<file path="src/hdl/spfg_pkg.sv">
// Shared types and constants for the servo pulse frame generator.
package spfg_pkg;

	localparam int WIDTH_W      = 13;
	localparam int CENTER_W     = 12;
	localparam int FRAME_W      = 16;
	localparam int CH_W         = 3;
	localparam int PIN_W        = 6;
	localparam int ROUTE_BITS   = 7;
	localparam int ROUTE_MAX    = 5;
	localparam int CFG_DATA_W   = ROUTE_BITS * ROUTE_MAX;
	localparam int CFG_INDEX_W  = 3;
	localparam int CHAIN_FIRST  = 3;
	localparam int CHAIN_STEPS  = 4;

	localparam int OUTPUTS_DEF        = 6;
	localparam int INPUT_CHANNELS_DEF = 8;
	localparam int ROUTES_DEF         = 5;

	localparam logic [WIDTH_W-1:0]    RESET_WIDTH      = 13'd3000;
	localparam logic [FRAME_W-1:0]    FRAME_PERIOD_RST = 16'd50000;
	localparam logic [CENTER_W-1:0]   CENTER_RST       = 12'd3000;
	localparam logic [CENTER_W-1:0]   RANGE_RST        = 12'd1000;
	localparam logic [FRAME_W-1:0]    STARTUP_RST      = 16'd400;

	localparam logic [CFG_INDEX_W-1:0] REG_FRAME_PERIOD   = 3'd0;
	localparam logic [CFG_INDEX_W-1:0] REG_SERVO_CENTER   = 3'd1;
	localparam logic [CFG_INDEX_W-1:0] REG_SERVO_RANGE    = 3'd2;
	localparam logic [CFG_INDEX_W-1:0] REG_STARTUP_FRAMES = 3'd3;
	localparam logic [CFG_INDEX_W-1:0] REG_ROUTE_TABLE    = 3'd4;
	localparam logic [CFG_INDEX_W-1:0] REG_ROUTE_ENABLE   = 3'd5;

	localparam logic ACT_LOAD = 1'b0;
	localparam logic ACT_TICK = 1'b1;

	typedef struct packed {
		logic               action;
		logic [CH_W-1:0]    channel;
		logic [WIDTH_W-1:0] width;
	} item_t;

	typedef struct packed {
		logic [PIN_W-1:0] pin_levels;
		logic             frame_start;
		logic             startup_done;
	} result_t;

	typedef struct packed {
		logic [CENTER_W-1:0]   center;
		logic [CENTER_W-1:0]   range;
		logic [CFG_DATA_W-1:0] table_bits;
		logic [ROUTE_MAX-1:0]  enable;
	} route_cfg_t;

	typedef struct packed {
		logic [CH_W-1:0]    index;
		logic [WIDTH_W-1:0] count;
	} chain_t;

endpackage

</file>
<file path="src/hdl/spfg_route.sv">
// Frame-start routing: copy or mirror input widths, clamp, and merge into output widths.
module spfg_route import spfg_pkg::*; #(
	parameter int OUTPUTS        = OUTPUTS_DEF,
	parameter int INPUT_CHANNELS = INPUT_CHANNELS_DEF,
	parameter int ROUTES         = ROUTES_DEF
) (
	input  route_cfg_t         cfg,
	input  logic [WIDTH_W-1:0] in_widths [INPUT_CHANNELS],
	input  logic [WIDTH_W-1:0] cur_widths[OUTPUTS],
	output logic [WIDTH_W-1:0] new_widths[OUTPUTS]
);

	localparam int V_W = WIDTH_W + 2;

	logic [WIDTH_W-1:0]  hi;
	logic [WIDTH_W-1:0]  lo;
	logic [WIDTH_W-1:0]  route_val[ROUTES];
	logic                route_hit[ROUTES];
	logic [CH_W-1:0]     route_och[ROUTES];

	// c + r tops out at 8190, so the upper bound never needs the 8191 cap
	assign hi = WIDTH_W'({1'b0, cfg.center} + {1'b0, cfg.range});
	assign lo = (cfg.center >= cfg.range) ? WIDTH_W'(cfg.center - cfg.range) : '0;

	always_comb begin
		logic [ROUTE_BITS-1:0] bits;
		logic [CH_W-1:0]       ich;
		logic [WIDTH_W-1:0]    sel;
		logic                  found;
		logic signed [V_W-1:0] v;
		for (int r = 0; r < ROUTES; r++) begin
			bits  = cfg.table_bits[ROUTE_BITS*r +: ROUTE_BITS];
			ich   = bits[CH_W-1:0];
			sel   = '0;
			found = 1'b0;
			for (int i = 0; i < INPUT_CHANNELS; i++) begin
				if (ich == CH_W'(i)) begin
					sel   = in_widths[i];
					found = 1'b1;
				end
			end
			if (bits[ROUTE_BITS-1])
				v = $signed({2'b00, cfg.center, 1'b0}) - $signed({2'b00, sel});
			else
				v = $signed({2'b00, sel});
			if (v < $signed({2'b00, lo}))
				route_val[r] = lo;
			else if (v > $signed({2'b00, hi}))
				route_val[r] = hi;
			else
				route_val[r] = v[WIDTH_W-1:0];
			route_hit[r] = cfg.enable[r] && found;
			route_och[r] = bits[2*CH_W-1:CH_W];
		end
	end

	// later routes to the same output win
	always_comb begin
		for (int o = 0; o < OUTPUTS; o++) begin
			new_widths[o] = cur_widths[o];
			for (int r = 0; r < ROUTES; r++) begin
				if (route_hit[r] && route_och[r] == CH_W'(o))
					new_widths[o] = route_val[r];
			end
		end
	end

endmodule

</file>
<file path="src/hdl/spfg_pins.sv">
// Pin levels for one tick: parallel outputs against the frame count, chained outputs in turn.
module spfg_pins import spfg_pkg::*; #(
	parameter int OUTPUTS = OUTPUTS_DEF
) (
	input  logic [FRAME_W-1:0] frame_count,
	input  logic               start,
	input  logic [WIDTH_W-1:0] widths[OUTPUTS],
	input  chain_t             chain_cur,
	output chain_t             chain_next,
	output logic [PIN_W-1:0]   pins
);

	always_comb begin
		logic [CH_W-1:0]    idx;
		logic [WIDTH_W-1:0] cnt;
		logic [WIDTH_W-1:0] wsel;
		logic               done;
		pins = '0;
		for (int i = 0; i < CHAIN_FIRST; i++) begin
			if (frame_count < {{(FRAME_W-WIDTH_W){1'b0}}, widths[i]})
				pins[i] = 1'b1;
		end

		if (start) begin
			idx = (OUTPUTS > CHAIN_FIRST) ? CH_W'(CHAIN_FIRST) : '0;
			cnt = '0;
		end else begin
			idx = chain_cur.index;
			cnt = chain_cur.count;
		end

		// skip finished (or zero-width) outputs; falls off the end to idle
		done = 1'b0;
		for (int k = 0; k < CHAIN_STEPS; k++) begin
			wsel = '0;
			for (int j = 0; j < OUTPUTS; j++)
				if (idx == CH_W'(j)) wsel = widths[j];
			if (!done && idx != '0) begin
				if (idx >= CH_W'(OUTPUTS)) begin
					idx  = '0;
					done = 1'b1;
				end else if (cnt < wsel) begin
					done = 1'b1;
				end else begin
					idx = idx + 1'b1;
					cnt = '0;
				end
			end
		end

		if (idx != '0) begin
			for (int j = 0; j < OUTPUTS; j++)
				if (idx == CH_W'(j)) pins[j] = 1'b1;
			cnt = cnt + 1'b1;
		end
		chain_next.index = idx;
		chain_next.count = cnt;
	end

endmodule

</file>
<file path="src/hdl/servo_pulse_frame_generator.sv">
// Top level: config registers, frame state, routing and pin logic, result register.
//
//  channel   direction  handshake              payload
//  item      in         item_valid/item_stall  item_t   (action, channel, width)
//  result    out        result_valid/result_stall  result_t (pin_levels, frame_start, startup_done)
//  cfg       in         cfg_valid/cfg_ready    cfg_index, cfg_data
//
// One item per cycle while item_stall is low; its result appears in the result register on the next cycle.
// The state update and the result are computed by the routing and pin logic and registered in the same cycle.
// arst_n clears the config and frame state to power-up values (result_q is not reset); widths start at 3000 ticks.
// item_stall is raised only while a result is held and result_stall is high.
// cfg_ready is always high.
module servo_pulse_frame_generator import spfg_pkg::*; #(
	parameter int OUTPUTS        = OUTPUTS_DEF,
	parameter int INPUT_CHANNELS = INPUT_CHANNELS_DEF,
	parameter int ROUTES         = ROUTES_DEF
) (
	input  logic                   clk,
	input  logic                   arst_n,
	input  logic                   item_valid,
	output logic                   item_stall,
	input  item_t                  item,
	output logic                   result_valid,
	input  logic                   result_stall,
	output result_t                result,
	input  logic                   cfg_valid,
	output logic                   cfg_ready,
	input  logic [CFG_INDEX_W-1:0] cfg_index,
	input  logic [CFG_DATA_W-1:0]  cfg_data
);

	logic [FRAME_W-1:0]    frame_period_q;
	route_cfg_t            route_cfg_q;

	logic [WIDTH_W-1:0]    iw_q[INPUT_CHANNELS];
	logic [WIDTH_W-1:0]    ow_q[OUTPUTS];
	logic [WIDTH_W-1:0]    ow_routed[OUTPUTS];
	logic [WIDTH_W-1:0]    ow_eff[OUTPUTS];
	logic [FRAME_W-1:0]    frame_count_q;
	chain_t                chain_q;
	chain_t                chain_next;
	logic [FRAME_W-1:0]    startup_left_q;
	logic [FRAME_W-1:0]    startup_next;
	logic [PIN_W-1:0]      last_pins_q;
	logic [PIN_W-1:0]      tick_pins;

	logic                  result_valid_q;
	result_t               result_q;

	logic                  accept;
	logic                  tick;
	logic                  start;
	logic                  cfg_we;
	logic [FRAME_W-1:0]    period;
	logic [FRAME_W-1:0]    frame_next;

	assign cfg_ready    = 1'b1;
	assign cfg_we       = cfg_valid && cfg_ready;
	assign item_stall   = result_valid_q && result_stall;
	assign accept       = item_valid && !item_stall;
	assign tick         = accept && (item.action == ACT_TICK);
	assign start        = frame_count_q == '0;
	assign result_valid = result_valid_q;
	assign result       = result_q;

	spfg_route #(
		.OUTPUTS       (OUTPUTS),
		.INPUT_CHANNELS(INPUT_CHANNELS),
		.ROUTES        (ROUTES)
	) u_route (
		.cfg       (route_cfg_q),
		.in_widths (iw_q),
		.cur_widths(ow_q),
		.new_widths(ow_routed)
	);

	always_comb begin
		for (int o = 0; o < OUTPUTS; o++)
			ow_eff[o] = start ? ow_routed[o] : ow_q[o];
	end

	spfg_pins #(
		.OUTPUTS(OUTPUTS)
	) u_pins (
		.frame_count(frame_count_q),
		.start      (start),
		.widths     (ow_eff),
		.chain_cur  (chain_q),
		.chain_next (chain_next),
		.pins       (tick_pins)
	);

	// zero period behaves as one
	assign period       = (frame_period_q == '0) ? FRAME_W'(1) : frame_period_q;
	assign frame_next   = ({1'b0, frame_count_q} + 1'b1 >= {1'b0, period}) ? '0
	                    : frame_count_q + 1'b1;
	assign startup_next = (start && startup_left_q != '0) ? startup_left_q - 1'b1
	                    : startup_left_q;

	always_ff @(posedge clk or negedge arst_n) begin
		if (!arst_n) begin
			frame_period_q         <= FRAME_PERIOD_RST;
			route_cfg_q.center     <= CENTER_RST;
			route_cfg_q.range      <= RANGE_RST;
			route_cfg_q.table_bits <= '0;
			route_cfg_q.enable     <= '0;
		end else if (cfg_we) begin
			case (cfg_index)
				REG_FRAME_PERIOD:   frame_period_q         <= cfg_data[FRAME_W-1:0];
				REG_SERVO_CENTER:   route_cfg_q.center     <= cfg_data[CENTER_W-1:0];
				REG_SERVO_RANGE:    route_cfg_q.range      <= cfg_data[CENTER_W-1:0];
				// reloads the countdown in the state block
				REG_STARTUP_FRAMES: ;
				REG_ROUTE_TABLE:    route_cfg_q.table_bits <= cfg_data;
				REG_ROUTE_ENABLE:   route_cfg_q.enable     <= cfg_data[ROUTE_MAX-1:0];
				default: ;
			endcase
		end
	end

	always_ff @(posedge clk or negedge arst_n) begin
		if (!arst_n) begin
			for (int i = 0; i < INPUT_CHANNELS; i++) iw_q[i] <= RESET_WIDTH;
			for (int o = 0; o < OUTPUTS; o++) ow_q[o] <= RESET_WIDTH;
			frame_count_q  <= '0;
			chain_q        <= '0;
			startup_left_q <= STARTUP_RST;
			last_pins_q    <= '0;
		end else begin
			if (accept && item.action == ACT_LOAD) begin
				for (int i = 0; i < INPUT_CHANNELS; i++)
					if (item.channel == CH_W'(i)) iw_q[i] <= item.width;
			end
			if (tick) begin
				for (int o = 0; o < OUTPUTS; o++) ow_q[o] <= ow_eff[o];
				frame_count_q  <= frame_next;
				chain_q        <= chain_next;
				last_pins_q    <= tick_pins;
			end
			if (cfg_we && cfg_index == REG_STARTUP_FRAMES)
				startup_left_q <= cfg_data[FRAME_W-1:0];
			else if (tick)
				startup_left_q <= startup_next;
		end
	end

	always_ff @(posedge clk or negedge arst_n) begin
		if (!arst_n) begin
			result_valid_q <= 1'b0;
		end else if (accept) begin
			result_valid_q <= 1'b1;
		end else if (!result_stall) begin
			result_valid_q <= 1'b0;
		end
	end

	always_ff @(posedge clk) begin
		if (accept) begin
			if (item.action == ACT_TICK) begin
				result_q.pin_levels   <= tick_pins;
				result_q.frame_start  <= start;
				result_q.startup_done <= startup_next == '0;
			end else begin
				result_q.pin_levels   <= last_pins_q;
				result_q.frame_start  <= 1'b0;
				result_q.startup_done <= startup_left_q == '0;
			end
		end
	end

	// chain sits idle or on one of the chained outputs
	a_chain_range: assert property (@(posedge clk) disable iff (!arst_n)
		chain_q.index == '0 ||
		(chain_q.index >= CH_W'(CHAIN_FIRST) && chain_q.index < CH_W'(OUTPUTS)))
		else $error("chain index out of range");

	a_frame_start: assert property (@(posedge clk) disable iff (!arst_n)
		tick && frame_count_q == '0 |=> result_valid_q && result_q.frame_start)
		else $error("frame start not reported");

	a_startup_dec: assert property (@(posedge clk) disable iff (!arst_n)
		tick && start && startup_left_q != '0 &&
		!(cfg_we && cfg_index == REG_STARTUP_FRAMES)
		|=> startup_left_q == $past(startup_left_q) - 1'b1)
		else $error("startup countdown missed a frame");

	a_load_holds_pins: assert property (@(posedge clk) disable iff (!arst_n)
		accept && item.action == ACT_LOAD |=> result_q.pin_levels == last_pins_q)
		else $error("load item changed pin levels");

	a_stall_full: assert property (@(posedge clk) disable iff (!arst_n)
		item_stall |-> result_valid_q && !accept)
		else $error("input stalled with empty result register");

endmodule

</file>
<file path="config.mk">
export PLATFORM = sky130hd
export DESIGN_NAME = servo_pulse_frame_generator
export DESIGN_NICKNAME = d
export VERILOG_FILES = /design/src/hdl/spfg_pkg.sv /design/src/hdl/spfg_route.sv /design/src/hdl/spfg_pins.sv /design/src/hdl/servo_pulse_frame_generator.sv
export SDC_FILE = /design/constraint.sdc
export NUM_CORES = 2
export LEC_CHECK = 0
export ABC_AREA = 1
export BUFFER_PORTS_ARGS = -buffer_cell sky130_fd_sc_hd__buf_2
export CAP_MARGIN = 20
export CELL_PAD_IN_SITES_DETAIL_PLACEMENT = 1
export CELL_PAD_IN_SITES_GLOBAL_PLACEMENT = 2
export CORE_UTILIZATION = 37
export CTS_CLUSTER_SIZE = 8
export DETAILED_ROUTE_END_ITERATION = 8
export GPL_ROUTABILITY_DRIVEN = 0
export PLACE_DENSITY = 0.85
export SYNTH_ARGS = -nofsm -noshare
export SYNTH_HDL_FRONTEND = slang
export SYNTH_SLANG_ARGS = --single-unit
</file>
<file path="constraint.sdc">
create_clock -name clk -period 22.8 [get_ports clk]
set_clock_uncertainty 0.05 [all_clocks]
set_input_delay 5.7 -clock clk [delete_from_list [all_inputs] [get_ports clk]]
set_output_delay 5.7 -clock clk [all_outputs]
set_load 0.02 [all_outputs]
</file>
Word-level counts from Yosys, hierarchy flattened
Index checks and enable logic that the tools add are counted.
{ "totals": {"regBits": 325, "input_bits": 60, "output_inout_bits": 11, "elab_cells": 464} }
{ "classes": {"n_reduce_logical": 89, "magnitude_cmp": 23, "mux": 210, "bitwise": 1, "addsub": 15, "n_eq_ne": 98} }
{ "ops": {"columns": ["operator", "count"], "rows": [
  ["$mux W13", 125],
  ["$eq A3 B3 Y1 const B", 46],
  ["$eq A3 B2 Y1 const B", 34],
  ["$mux W16", 5],
  ["$gt A15 B14 Y1", 5],
  ["$lt A15 B14 Y1", 5],
  ["$mux W15", 5],
  ["$sub A13 B13 Y14", 5],
  ["$logic_not A16 Y1", 4],
  ["$mux W1", 60],
  ["$lt A13 B13 Y1", 4],
  ["$eq A3 B1 Y1 const B", 17],
  ["$logic_not A3 Y1", 17],
  ["$lt A16 B13 Y1", 3],
  ["$logic_and A1 B1 Y1", 44],
  ["$mux W3", 13],
  ["$reduce_and A2 Y1", 13],
  ["$add A16 B1 Y17 const B", 1],
  ["$ge A17 B16 Y1", 1],
  ["$add A16 B1 Y16 const B", 1],
  ["$reduce_bool A16 Y1", 1],
  ["$sub A16 B1 Y16 const B", 1],
  ["$reduce_bool A3 Y1", 5],
  ["$add A12 B12 Y13", 1],
  ["11 further kinds", 20]
]} }

Depth between registers and ports, before layout
{ "depth": {"ltp_word": 67, "mapped_depth": 138, "ltp_nobuf": 133} }

Cells and area by module
A second synthesis with hierarchy kept.
{ "hier_totals": {"cells_unflattened": 6084, "area_unflattened_um2": 39230.1} }
{ "modules_own_cells": {"columns": ["mod", "cells_each", "seq_area_each_um2", "instances", "area_per_inst_um2"], "rows": [
  ["spfg_route", 3335, 0.0, 1, 17505.5],
  ["servo_pulse_frame_generator", 1655, 8323.0, 1, 15451.1],
  ["spfg_pins", 1094, 0.0, 1, 6273.5]
]} }

Worst setup path after synthesis
Ideal clock, no wire load.
{ "synth_path": {"kind": "reg-to-reg", "startpoint": "reg route_cfg_q[12] (netlist bit)", "endpoint": "reg chain_q[8] (netlist bit)", "setup_ns": 0.117, "t_required_ns": 22.633, "t_arrival_ns": 16.814, "synth_period_minus_slack_ns": 16.981, "slack_ns": 5.819, "path_buffers": 7, "path_stages_with_launch": 128, "path_cell_list": "dfrtp_1 inv_1 nor3_1 inv_1 clkbuf_1 o22ai_1 a21oi_1 o21ai_0 o32ai_1 o21ai_0 fa_1 o31ai_1 and2_1 o21ai_0 nand2_1 a21oi_1 o21bai_1 a21o_1 [... 92 more ...] nand2_1 nor2_1 a211oi_1 o221a_2 nand2_4 nand2_4 buf_6 inv_2 nor2_4 ha_1 inv_1 nor2_2 nand2_1 xor2_1 nand2_1 nand2_1 nand2_1 nand2_1"} }
{ "synth_between": {"elab_chain_cells": 64, "elab_cells_between_ends": 164, "cone_classes": "add/sub (5); order compare (9); eq/ne (22); mux (107); reduce/logical (21)"} }
{ "synth_rtl": {"columns": ["item", "line", "source"], "rows": [
  ["start, declared", "servo_pulse_frame_generator.sv:33", "route_cfg_t route_cfg_q;"],
  ["$logic_not A3 Y1", "spfg_route.sv:37", "if (ich == CH_W'(i)) begin"],
  ["$mux W13 (8 in a row)", "spfg_route.sv:37", null],
  ["$sub A13 B13 Y14", "spfg_route.sv:43", "v = $signed({2'b00, cfg.center, 1'b0}) - $signed({2'b00, sel});"],
  ["$mux W15", "spfg_route.sv:42", "if (bits[ROUTE_BITS-1])"],
  ["$gt A15 B14 Y1", "spfg_route.sv:48", "else if (v > $signed({2'b00, hi}))"],
  ["$mux W13", "spfg_route.sv:48", null],
  ["$mux W13", "spfg_route.sv:46", "if (v < $signed({2'b00, lo}))"],
  ["$mux W13 (4 in a row)", "spfg_route.sv:62", "if (route_hit[r] && route_och[r] == CH_W'(o))"],
  ["[... 33 more ...]", null, null],
  ["$logic_not A3 Y1", "spfg_pins.sv:37", "if (idx == CH_W'(j)) wsel = widths[j];"],
  ["$mux W13 (6 in a row)", "spfg_pins.sv:37", null],
  ["$lt A13 B13 Y1", "spfg_pins.sv:42", "end else if (cnt < wsel) begin"],
  ["$mux W13 / $mux W3 (equally long branches)", "spfg_pins.sv:42", null],
  ["$mux W13 / $mux W3 (equally long branches)", "spfg_pins.sv:39", "if (idx >= CH_W'(OUTPUTS)) begin"],
  ["$mux W13 / $mux W3 (equally long branches)", "spfg_pins.sv:38", "if (!done && idx != '0) begin"],
  ["$add A13 B1 Y13 / $reduce_bool A3 Y1 (equally long branches)", "spfg_pins.sv:54, spfg_pins.sv:51", null],
  ["$mux W13 *", "spfg_pins.sv:51", "if (idx != '0) begin"],
  ["end signal, assigned", "servo_pulse_frame_generator.sv:137", "chain_q <= chain_next;"],
  ["end, declared", "servo_pulse_frame_generator.sv:40", "chain_t chain_q;"]
]} }
Mark *: on every way between the ends. The rest lies on a longest branch, timed or not.
A chain may end at the register's enable or synchronous reset.

Final worst setup path
{ "layout_path": {"startpoint": "reg route_cfg_q[33] (netlist bit)", "endpoint": "reg chain_q[8] (netlist bit)"} }
{ "layout_between": {"elab_chain_cells": 61, "elab_cells_between_ends": 146, "cone_classes": "add/sub (5); order compare (9); eq/ne (22); mux (89); reduce/logical (21)"} }
{ "layout_rtl": {"columns": ["item", "line"], "rows": [
  ["$logic_not A3 Y1", "spfg_route.sv:37"],
  ["$mux W13 (8 in a row)", "spfg_route.sv:37"],
  ["$sub A13 B13 Y14", "spfg_route.sv:43"],
  ["$mux W15", "spfg_route.sv:42"],
  ["$gt A15 B14 Y1", "spfg_route.sv:48"],
  ["$mux W13", "spfg_route.sv:48"],
  ["$mux W13", "spfg_route.sv:46"],
  ["$mux W13", "spfg_route.sv:62"],
  ["[... 33 more ...]", null],
  ["$logic_not A3 Y1", "spfg_pins.sv:37"],
  ["$mux W13 (6 in a row)", "spfg_pins.sv:37"],
  ["$lt A13 B13 Y1", "spfg_pins.sv:42"],
  ["$mux W13 / $mux W3 (equally long branches)", "spfg_pins.sv:42"],
  ["$mux W13 / $mux W3 (equally long branches)", "spfg_pins.sv:39"],
  ["$mux W13 / $mux W3 (equally long branches)", "spfg_pins.sv:38"],
  ["$add A13 B1 Y13 / $reduce_bool A3 Y1 (equally long branches)", "spfg_pins.sv:54, spfg_pins.sv:51"],
  ["$mux W13 *", "spfg_pins.sv:51"]
]} }
Marked as above.

==> flow_summary.ini <==
[synthesis]
seq_area_frac_synth_pct = 23.3
avgSynthCellArea_um2 = 6.65
syn-cell-area_um2 = 35800
ys_seq_elements = 325
synth_cell_types = 70
synth_async_sr_flop_share_pct = 97.5
synth_cells = 5380
synth_nets = 5779
ys_warn_count = 0
synth_ff_type = dfrtp_1
synth_enable_flop_cells = 8

[setup_path]
required_ns = 23.30
slowest_stage = o21ai_1
path_buf_inv = 19
crit_fanout = 29
rrSetupSlack_ns = 1.52
cp_common_cell = nand2_1
cp-start-kind = flop
startpoint = route_cfg_q[33]$_DFFE_PN0P_
end_kind = flop
reg2regPathDepth = 115
critPathMaxStageDelay_ns = 1.05
crit_type = reg -> reg
crit_family = compound AO/OA/AOI/OAI gates
reg2reg_from = route_cfg_q[33]$_DFFE_PN0P_
r2r_end = chain_q[8]$_DFFE_PN0P_
cp.arrival_ns = 21.78

[floorplan]
dieArea_um2 = 98000
ios = 71
initial_utilization_pct = 37.5
core_um2 = 95400
die_w_um = 313
core.rowCount = 113
dieHeight_um = 313

[sta]
finalHoldViolations = 0
slew_headroom_pct = 15.5
worst_slew_pin_slew_ns = 1.26
setup_viol = 0
fin_crit_sh_pct = 93.3
drv_slew = 0
period_minus_slack_ns = 21.28
fmax_mhz = 47.0

[run]
maxCapViolCount = 0

[detailed_routing]
vias_per_cell = 6.21
vias = 41800
drtAntennaViolNets = 0
drt_iter0_markers = 4842
wl_um = 179000
drcViolationCount = 0
dr.pass1.iters = 7
wl_per_cell_um = 26.6

[layout]
stdcell_area_um2 = 39800
regArea_um2 = 8320
mostFrequentLayoutCell = nand2_1
multi_input_area_um2 = 24300
final_net_count = 5831
final_cell_mix = nand2_1, o21ai_0, inv_1, a21oi_1, ha_1
area_growth_pct = 11.2
final_core_util_pct = 41.7
nFillCells = 12400
drive_above_1_share_pct = 11.2

[cts]
clockRootBuffer = clkbuf_16
cts_tree = done
cts_made_buffers = 49
ctsHoldBuffers = 0
clk_latency_ns = 0.67
clkSinkCount = 325
htreeDepth = 2
clock_path_buffers = 3
path_clk_slew_ns = 0.05

[placed_design]
io_buffers = 69
place_area_um2 = 38100
place_hpwl_um = 139000

[global_route]
grt_antenna_before_repair = 5
grt_start_max_net_pins = 134
grt.total_usage_pct = 35.6
grt.overflow.total = 0
grt_pass1_vias = 40600
grt_pass1_wl_um = 264000

[min_path]
hold_path_class = reg -> reg
holdPathEnd = frame_period_q[10]$_DFFE_PN0P_
whs_path_depth = 2
hp-start = frame_period_q[10]$_DFFE_PN0P_

[outcome]
outcome = finished clean
[synth_stat cells, types with 120 or more instances]
| cell type | instances | share of area (%) |
|---|---|---|
| nand3_1 | 187 | 2.6 |
| inv_1 | 583 | 6.1 |
| nand2_1 | 1106 | 12 |
| dfrtp_1 | 197 | 14 |
| o211ai_1 | 151 | 3.2 |
| ha_1 | 332 | 12 |
| dfstp_2 | 120 | 8.8 |
| o21ai_0 | 824 | 12 |
| o22ai_1 | 125 | 2.2 |
| a21oi_1 | 514 | 7.2 |
| nor2_1 | 293 | 3.1 |
| clkbuf_1 | 210 | 2.2 |
[area by class of cell]
| type | instances | share of cell area (%) |
|---|---|---|
| Sequential cell | 325 | 20.9 |
| Timing Repair Buffer | 230 | 4.00 |
| Clock buffer | 84 | 3.46 |
| Timing Repair inverter | 1 | 0.0126 |
| Clock inverter | 7 | 0.324 |
| Antenna cell | 3 | 0.0189 |
| Tap cell | 1265 | 3.98 |
| Inverter | 636 | 6.07 |
| Multi-Input combinational cell | 4189 | 61.2 |
[per-stage QoR]
step | hold slack, ns | std cells | setup TNS, ns | worst slack, ns
after global placement | 0.417 | 6633 | 0 | 1.12
after detailed placement | 0.424 | 6637 | 0 | 0.638
final | 0.432 | 6740 | 0 | 1.52
after CTS | 0.437 | 6728 | 0 | 0.559
after global routing | 0.464 | 6737 | -0.0205 | -0.0205
after floorplan | 0.399 | 5380 | 0 | 5.82
[worst min-delay path, stage by stage, from the launching register on]
cell     delay, ns
dfrtp_1       0.34
nand2_1       0.05
o21ai_0       0.06
[registers in the layout, summed over array words and instances, names as in the netlist, 6 cells and up]
register and flops:
chain_q 16, iw_q 104, last_pins_q 6, startup_left_q 16, ow_q 78, result 8, frame_period_q 16, frame_count_q 16
route_cfg_q 64
[repair_timing]
action,4_1_cts,5_1_grt
endpoints found under the hold margin,0,0
buffers inserted,0,3
setup endpoints to repair,0,26
gates resized for setup,0,34
[kinds of logic after synthesis]
logic type / after synthesis / synth area share, %
muxes: 53 / 1.57
buffers and inverters: 866 / 9.22
AOI/OAI and AO/OA: 1891 / 30.1
and+or+nand+nor: 1828 / 22.0
adders and majority gates: 339 / 12.0
xor gates and xnor gates: 77 / 1.88
other: 1 / 0.0105
DFF: 325 / 23.3
[worst max path at each step]
stage                              to  cells after the start
5_1_grt        chain_q[8]$_DFFE_PN0P_                    127
2_1_floorplan  chain_q[8]$_DFFE_PN0P_                    127
6_report       chain_q[8]$_DFFE_PN0P_                    115
3_3_place_gp   chain_q[8]$_DFFE_PN0P_                    116
4_1_cts        chain_q[8]$_DFFE_PN0P_                    117
3_5_place_dp   chain_q[8]$_DFFE_PN0P_                    117
[layer usage]
| layer | global-route usage, % | routed length [um] | up-vias |
|---|---|---|---|
| met3 | 10.3 | 19300 | 458 |
| met5 | 0 | 67 | - |
| li1 | - | - | 18900 |
| met2 | 52.3 | 74200 | 2058 |
| met4 | 13.6 | 7660 | 10 |
| met1 | 48.9 | 77800 | 20400 |
Power is not shown: default switching activity piles up to over one toggle a cycle in this logic, so the estimate is an artifact.
